File: src/rtl/srvb_pkg.sv
// ----------------------------------------------------------------------------
// srvb_pkg
// Shared types, operation codes and constants of the comb/allpass reverb.
// ----------------------------------------------------------------------------
package srvb_pkg;

	// Default configuration of the block.
	localparam int COMB_COUNT_DEF      = 4;
	localparam int COMB_DEPTH_DEF      = 4096;
	localparam int AP_DELAY_FIRST_DEF  = 240;
	localparam int AP_DELAY_SECOND_DEF = 81;
	localparam int SAMPLE_BITS_DEF     = 16;

	// Register file layout.
	localparam int GAIN_BITS     = 16;
	localparam int LEN_BITS      = 12;
	localparam int CFG_IDX_BITS  = 3;
	localparam int CFG_REGS      = 4;
	localparam int COMB_SEL_BITS = 2;

	localparam logic [CFG_IDX_BITS-1:0] REG_GAIN_0 = 3'd0;
	localparam logic [CFG_IDX_BITS-1:0] REG_LEN_0  = 3'd4;

	// Reset delay lengths of the four combs.
	localparam logic [LEN_BITS-1:0] LEN_RST_0 = 12'd1426;
	localparam logic [LEN_BITS-1:0] LEN_RST_1 = 12'd1781;
	localparam logic [LEN_BITS-1:0] LEN_RST_2 = 12'd1973;
	localparam logic [LEN_BITS-1:0] LEN_RST_3 = 12'd2098;

	// Fixed Q0.16 gains: 0.7 for the allpasses and the wet path, 0.3 dry.
	localparam int COEF_BITS = 17;
	localparam logic signed [COEF_BITS-1:0] AP_GAIN  = 17'sd45875;
	localparam logic signed [COEF_BITS-1:0] WET_GAIN = 17'sd45875;
	localparam logic signed [COEF_BITS-1:0] DRY_GAIN = 17'sd19661;

	// Datapath operations issued by the controller.
	localparam int OP_BITS = 4;
	localparam logic [OP_BITS-1:0] OP_NOP   = 4'd0;
	localparam logic [OP_BITS-1:0] OP_CLR   = 4'd1;
	localparam logic [OP_BITS-1:0] OP_LOAD  = 4'd2;
	localparam logic [OP_BITS-1:0] OP_SHARE = 4'd3;
	localparam logic [OP_BITS-1:0] OP_CRD   = 4'd4;
	localparam logic [OP_BITS-1:0] OP_CMUL  = 4'd5;
	localparam logic [OP_BITS-1:0] OP_CWR   = 4'd6;
	localparam logic [OP_BITS-1:0] OP_ARD   = 4'd7;
	localparam logic [OP_BITS-1:0] OP_AMUL1 = 4'd8;
	localparam logic [OP_BITS-1:0] OP_AW    = 4'd9;
	localparam logic [OP_BITS-1:0] OP_AMUL2 = 4'd10;
	localparam logic [OP_BITS-1:0] OP_AY    = 4'd11;
	localparam logic [OP_BITS-1:0] OP_MX1   = 4'd12;
	localparam logic [OP_BITS-1:0] OP_MX2   = 4'd13;
	localparam logic [OP_BITS-1:0] OP_MX3   = 4'd14;

	// Command from controller to datapath.
	typedef struct packed {
		logic [OP_BITS-1:0]       op;
		logic [COMB_SEL_BITS-1:0] comb;
		logic                     ap;
	} cmd_t;

	// Status from datapath to controller.
	typedef struct packed {
		logic clr_done;
		logic out_free;
	} status_t;

endpackage

File: src/rtl/srvb_ctrl.sv
// ----------------------------------------------------------------------------
// srvb_ctrl
// Sequencer that steps one sample through the combs, allpasses and mix.
// ----------------------------------------------------------------------------
module srvb_ctrl #(
	parameter int COMB_COUNT = srvb_pkg::COMB_COUNT_DEF
) (
	input  logic             clk,
	input  logic             arst_n,
	input  logic             in_valid,
	output logic             in_ready,
	input  srvb_pkg::status_t status,
	output srvb_pkg::cmd_t    cmd
);
	import srvb_pkg::*;

	localparam logic [3:0] ST_CLEAR = 4'd0;
	localparam logic [3:0] ST_IDLE  = 4'd1;
	localparam logic [3:0] ST_SHARE = 4'd2;
	localparam logic [3:0] ST_CRD   = 4'd3;
	localparam logic [3:0] ST_CMUL  = 4'd4;
	localparam logic [3:0] ST_CWR   = 4'd5;
	localparam logic [3:0] ST_ARD   = 4'd6;
	localparam logic [3:0] ST_AMUL1 = 4'd7;
	localparam logic [3:0] ST_AW    = 4'd8;
	localparam logic [3:0] ST_AMUL2 = 4'd9;
	localparam logic [3:0] ST_AY    = 4'd10;
	localparam logic [3:0] ST_MX1   = 4'd11;
	localparam logic [3:0] ST_MX2   = 4'd12;
	localparam logic [3:0] ST_MX3   = 4'd13;

	localparam logic [COMB_SEL_BITS-1:0] LAST_COMB = COMB_SEL_BITS'(COMB_COUNT - 1);

	logic [3:0]               state_q, state_nx;
	logic [COMB_SEL_BITS-1:0] k_q;
	logic                     ap_q;

	// Next state and command decode.
	always_comb begin
		state_nx = state_q;
		cmd.op   = OP_NOP;
		cmd.comb = k_q;
		cmd.ap   = ap_q;
		in_ready = 1'b0;
		unique case (state_q)
			ST_CLEAR: begin
				cmd.op = OP_CLR;
				if (status.clr_done) state_nx = ST_IDLE;
			end
			ST_IDLE: begin
				in_ready = 1'b1;
				if (in_valid) begin
					cmd.op   = OP_LOAD;
					state_nx = ST_SHARE;
				end
			end
			ST_SHARE: begin
				cmd.op   = OP_SHARE;
				state_nx = ST_CRD;
			end
			ST_CRD: begin
				cmd.op   = OP_CRD;
				state_nx = ST_CMUL;
			end
			ST_CMUL: begin
				cmd.op   = OP_CMUL;
				state_nx = ST_CWR;
			end
			ST_CWR: begin
				cmd.op   = OP_CWR;
				state_nx = (k_q == LAST_COMB) ? ST_ARD : ST_CRD;
			end
			ST_ARD: begin
				cmd.op   = OP_ARD;
				state_nx = ST_AMUL1;
			end
			ST_AMUL1: begin
				cmd.op   = OP_AMUL1;
				state_nx = ST_AW;
			end
			ST_AW: begin
				cmd.op   = OP_AW;
				state_nx = ST_AMUL2;
			end
			ST_AMUL2: begin
				cmd.op   = OP_AMUL2;
				state_nx = ST_AY;
			end
			ST_AY: begin
				cmd.op   = OP_AY;
				state_nx = ap_q ? ST_MX1 : ST_ARD;
			end
			ST_MX1: begin
				cmd.op   = OP_MX1;
				state_nx = ST_MX2;
			end
			ST_MX2: begin
				cmd.op   = OP_MX2;
				state_nx = ST_MX3;
			end
			ST_MX3: begin
				// The result waits here until the output register is free.
				if (status.out_free) begin
					cmd.op   = OP_MX3;
					state_nx = ST_IDLE;
				end
			end
			default: state_nx = ST_IDLE;
		endcase
	end

	// State, comb counter and allpass select.
	always_ff @(posedge clk or negedge arst_n) begin
		if (!arst_n) begin
			state_q <= ST_CLEAR;
			k_q     <= '0;
			ap_q    <= 1'b0;
		end else begin
			state_q <= state_nx;
			if (state_q == ST_CWR) begin
				k_q <= (k_q == LAST_COMB) ? '0 : k_q + 1'b1;
			end
			if (state_q == ST_AY) begin
				ap_q <= ~ap_q;
			end
		end
	end

`ifndef SYNTH
	a_accept_starts: assert property (@(posedge clk) disable iff (!arst_n)
		in_valid && in_ready |=> state_q == ST_SHARE)
		else $error("accepted beat did not start the sequence");
	a_last_comb: assert property (@(posedge clk) disable iff (!arst_n)
		state_q == ST_CWR && k_q == LAST_COMB |=> state_q == ST_ARD && k_q == '0)
		else $error("comb sweep did not end in the allpass stages");
	a_second_ap: assert property (@(posedge clk) disable iff (!arst_n)
		state_q == ST_AY && ap_q |=> state_q == ST_MX1 && !ap_q)
		else $error("second allpass did not lead to the mix");
`endif

endmodule

File: config.mk
export PLATFORM = sky130hd
export DESIGN_NAME = srvb_ctrl
export DESIGN_NICKNAME = d
export VERILOG_FILES = /design/src/rtl/srvb_pkg.sv /design/src/rtl/srvb_ctrl.sv
export SDC_FILE = /design/constraint.sdc
export NUM_CORES = 1
export LEC_CHECK = 0
export ABC_CLOCK_PERIOD_IN_PS = 2200
export BUFFER_PORTS_ARGS = -buffer_cell sky130_fd_sc_hd__buf_2
export CORE_AREA = 2 2 39 41
export CTS_CLUSTER_SIZE = 20
export DETAILED_ROUTE_END_ITERATION = 10
export DIE_AREA = 0 0 41 43
export PLACE_DENSITY = 0.64
export SLEW_MARGIN = 10
export SYNTH_ARGS = -nofsm -noshare
export SYNTH_HDL_FRONTEND = slang
export SYNTH_SLANG_ARGS = --single-unit
File: constraint.sdc
create_clock -name clk -period 2.2 [get_ports clk]
set_clock_uncertainty 0.1 [all_clocks]
set_input_delay 0 -clock clk [delete_from_list [all_inputs] [get_ports clk]]
set_output_delay 0 -clock clk [all_outputs]
set_load 0.02 [all_outputs]
* Word-level counts from Yosys, hierarchy flattened *
Index checks and enable logic that the tools add are counted.

cells by class
  reduce and logical (&&, ||, !) cells = 2
  shifts and indexed selects = 0
  div/mod/pow operators = 0
  add/subtract/negate cells = 1
  multiply operators = 0
  bitwise logic cells = 1
  multiplexer cells = 11
  $lt $le $gt $ge = 0
  equality and inequality tests = 17

operators by type and width
  operator             number
  $pmux 4 s14          2
  $eq 4x4->1 const B   6
  $mux 4               5
  $eq 4x3->1 const B   4
  $eq 4x2->1 const B   2
  $ne 2x2->1 const B   3
  $eq 4x1->1 const B   1
  $logic_not 4->1      1
  $mux 2               2
  $mux 3               1
  $reduce_and 3->1     1
  $add 2x1->2 const B  1
  $eq 2x2->1 const B   1
  $mux 1               1
  $not 1->1            1

word-level totals
  register bits after elaboration = 7
  bits in read-only memories = 0
  bits in latches = 0
  bits in writable memories = 0
  memories = 0
  logic and storage cells = 35
  input port bits = 5
  output and inout bits = 8

* Logic depth before layout (Yosys ltp) *
  depth after elaboration = 3
  mapped depth = 5
  depth with buffers taken out = 4

* Worst setup path before layout *
Ideal clock, no wire load.

  path type = register to output
  from = register state_q[1]
  to = output in_ready
  stages on the path, launching flop included = 3
  arrival = 1,376 ps
  path slack = 724 ps
  data required time = 2,100 ps
  path buffers = 1
  cells stage by stage = dfrtp_1 buf_2 nor4b_1

between the ends
  cells in the longest elaborated chain, start to end = 2

RTL lines
  item                      RTL line          source
  start: declaration        srvb_ctrl.sv:34   logic [3:0] state_q, state_nx;
  start signal: assignment  srvb_ctrl.sv:119  state_q <= state_nx;
  $eq 4x1->1                srvb_ctrl.sv:45   unique case (state_q)
  $mux 1                    srvb_ctrl.sv:45
  end: declaration          srvb_ctrl.sv:11   output logic in_ready,

No other way between the ends.

==> metrics.cfg <==
[layout]
drive_gt1_share_pct = 23.6
final_nets = 79
n_antenna_cell = 0
synthToLayoutAreaGrowth_pct = 16.0
final_cell_mix = buf_2, dfrtp_1, nand2_1
fillers = 141
final_common_cell = buf_2

[placed_design]
post-place-ws_ns = 0.612
io_buffers = 12
place.gp.congestion = 0.744
hpwl_um = 680

[setup_path]
worst_setup_path_start_kind = flip-flop
regToRegEndpoint = k_q[1]$_DFFE_PN0N_
cp_cell_sequence = or3_1, a21oi_1, nor2_1, buf_2
r2r_slack_ns = 0.59
crit_required_ns = 2.10
path_class = flip-flop to primary output
arrival_ns = 1.64
worst-path-buf-inv = 1
cp_slowest_cell = dfrtp_1
path_delay_family = flip-flops
r2r_start = state_q[3]$_DFFE_PN0P_
endpoint_kind = primary output
ff2ff_path_depth = 3
critical_path.max_stage_delay_ns = 0.56
crit_path_max_fanout = 18

[clocking]
cts_tree = built
ctsLongestPathBuffers = 2
clockRootBuffer = clkbuf_4
clkTransAtPathRegs_ns = 0.05
cts.sinks = 7
worstSkewPairLatency_ns = 0.25
cts_setup_buffers = 0
cts.htree.levels = 1
numCtsBuffers = 3

[logic_synthesis]
syn_nets = 66
yosysWarnings = 0
synth-main-ff-cell = dfrtp_1
synth.avg_cell_area_um2 = 8.84
syn_inst = 60
syn_area_um2 = 531
synth-edff-count = 0
synth-seq-cells = 7
synth_cell_types = 30
yosysSeqAreaShare_pct = 33.0
async_reset_ff_share_pct = 100

[detailed_routing]
drt_wl_total_um = 1060
first_iter_violations = 4
viasPerCell = 5.39
dr.pass1.iters = 4
wire_per_inst_um = 12.1
vias = 474
drc = 0
ant_nets = 0

[timing]
rsz0062_at_grt = false
maxSlewViolCount = 0
finalSetupViolations = 0
layout_setup_ws_ns = 0.459
setup_tns_ns = 0
worst_slew_pin_slew_ns = 0.513
fmax_mhz = 574
hold_viol_final = 0
period_needed_ns = 1.74
period_share_pct = 79.1
relSlewSlack_pct = 65.8

[floorplan]
io-pin-count = 13
die_area_mm2 = 0.00176
initial_core_util_pct = 38.3
die_x_um = 41
core-area_mm2 = 0.00138
die_h_um = 43
rows = 14

[power_and_ir_drop]
vdd_drop_max_uv = 571
pwr-share-clk_pct = 11.8
power_density_mw_per_mm2 = 1600
pwr-share-seq_pct = 35.6
p_int_w = 0.000496
netSwitchingFraction_pct = 49.6
p_total_w = 0.000983
netSwitchingPower_w = 0.000487
pwr-share-comb_pct = 52.6
cellLeakagePower_nw = 0.285

[global_route]
antenna_found_initial = 0
grtUsageTotal_pct = 14.8
grt_max_degree = 19
grt_pass1_wl_um = 1700
gr-total-overflow = 0
grt_pass1_vias = 386

[outcome]
status = completed

[worst_hold_path]
hp-class = input pin to async pin

[flow_run]
max_cap_violations = 0

[worst register-to-register path, cell delays in order (launching register included)]
cell and delay, ns:
dfrtp_1 0.56, nand2b_4 0.26, nor3b_4 0.23, mux2_1 0.34
[cell families after synthesis]
group,count (synthesis),share of synthesized area [%]
simple gates,22,26.2
compound gates,18,21.5
buf+inv,8,9.20
flops,7,33.0
mux,3,6.13
xor+xnor,1,1.65
fa+ha+maj,1,2.36
[cell type report]
type | instances | area [um^2] | area share, %
repair buffers | 14 | 80.1 | 13.0
multi-input cells | 45 | 307 | 49.8
flip-flops and latches | 7 | 175 | 28.5
well taps | 16 | 20.0 | 3.25
clock buffers | 4 | 26.3 | 4.27
inverters | 2 | 7.51 | 1.22
[power by group through the flow]
stage          clock, W  combinational, W  sequential (W)
5_1_grt        0.000130          0.000580        0.000369
4_1_cts        0.000123          0.000522        0.000348
3_5_place_dp          0          0.000516        0.000350
6_report       0.000116          0.000517        0.000350
3_3_place_gp          0          0.000516        0.000344
2_1_floorplan         0          0.000485        0.000277
[flip-flops by register name, indices dropped and copies added (netlist names)]
name,count
k_q,2
ap_q,1
state_q,4
[metrics by stage]
stage | cell area [um^2] | std cells | hold WS [ns] | utilization (%)
floorplan | 531 | 60 | -0.396 | -
global placement | 569 | 82 | -0.257 | 41.1
detailed placement | 569 | 82 | -0.259 | 41.1
CTS | 616 | 88 | 0.00159 | 44.5
global route | 616 | 88 | 0.0275 | 44.5
finish | 616 | 88 | 0.00401 | 44.5
[what timing repair did]
item / 4_1_cts / 5_1_grt
hold buffers: 2 / 0
hold endpoints to repair: 8 / 0
resized for setup: 0 / 0
[worst max path at each step]
stage,from,to,slack [ns],depth (start not counted)
6_report,state_q[3]$_DFFE_PN0P_,cmd[4],0.46,4
5_1_grt,state_q[3]$_DFFE_PN0P_,cmd[4],0.34,4
4_1_cts,state_q[2]$_DFFE_PN0P_,cmd[4],0.45,4
3_5_place_dp,state_q[3]$_DFFE_PN0P_,k_q[1]$_DFFE_PN0N_,0.61,3
3_3_place_gp,state_q[3]$_DFFE_PN0P_,k_q[1]$_DFFE_PN0N_,0.66,3
2_1_floorplan,state_q[1]$_DFFE_PN0P_,in_ready,0.72,2
[cells in the mapped netlist, types with 2 or more instances]
library cell	number	area, um^2
o22ai_1	2	12.5
a21oi_1	4	20.0
o2bb2ai_1	2	17.5
nand2_1	5	18.8
dfrtp_1	7	175
o21ai_0	4	20.0
nor2_1	4	15.0
mux2_1	2	22.5
o21ai_1	2	10.0
buf_2	3	15.0
inv_1	2	7.51
nor4b_1	2	17.5
buf_4	2	15.0
nor2b_1	3	18.8
[metal layers]
metal  global-route usage, %  routed length [um]  up-vias
met3                    3.14                  45        3
met5                       0                   0        -
met4                    12.0                  17        0
li1                        -                   -      237
met1                    21.5                 542      217
met2                    17.8                 458       17
(Power assumes the default switching activity.)
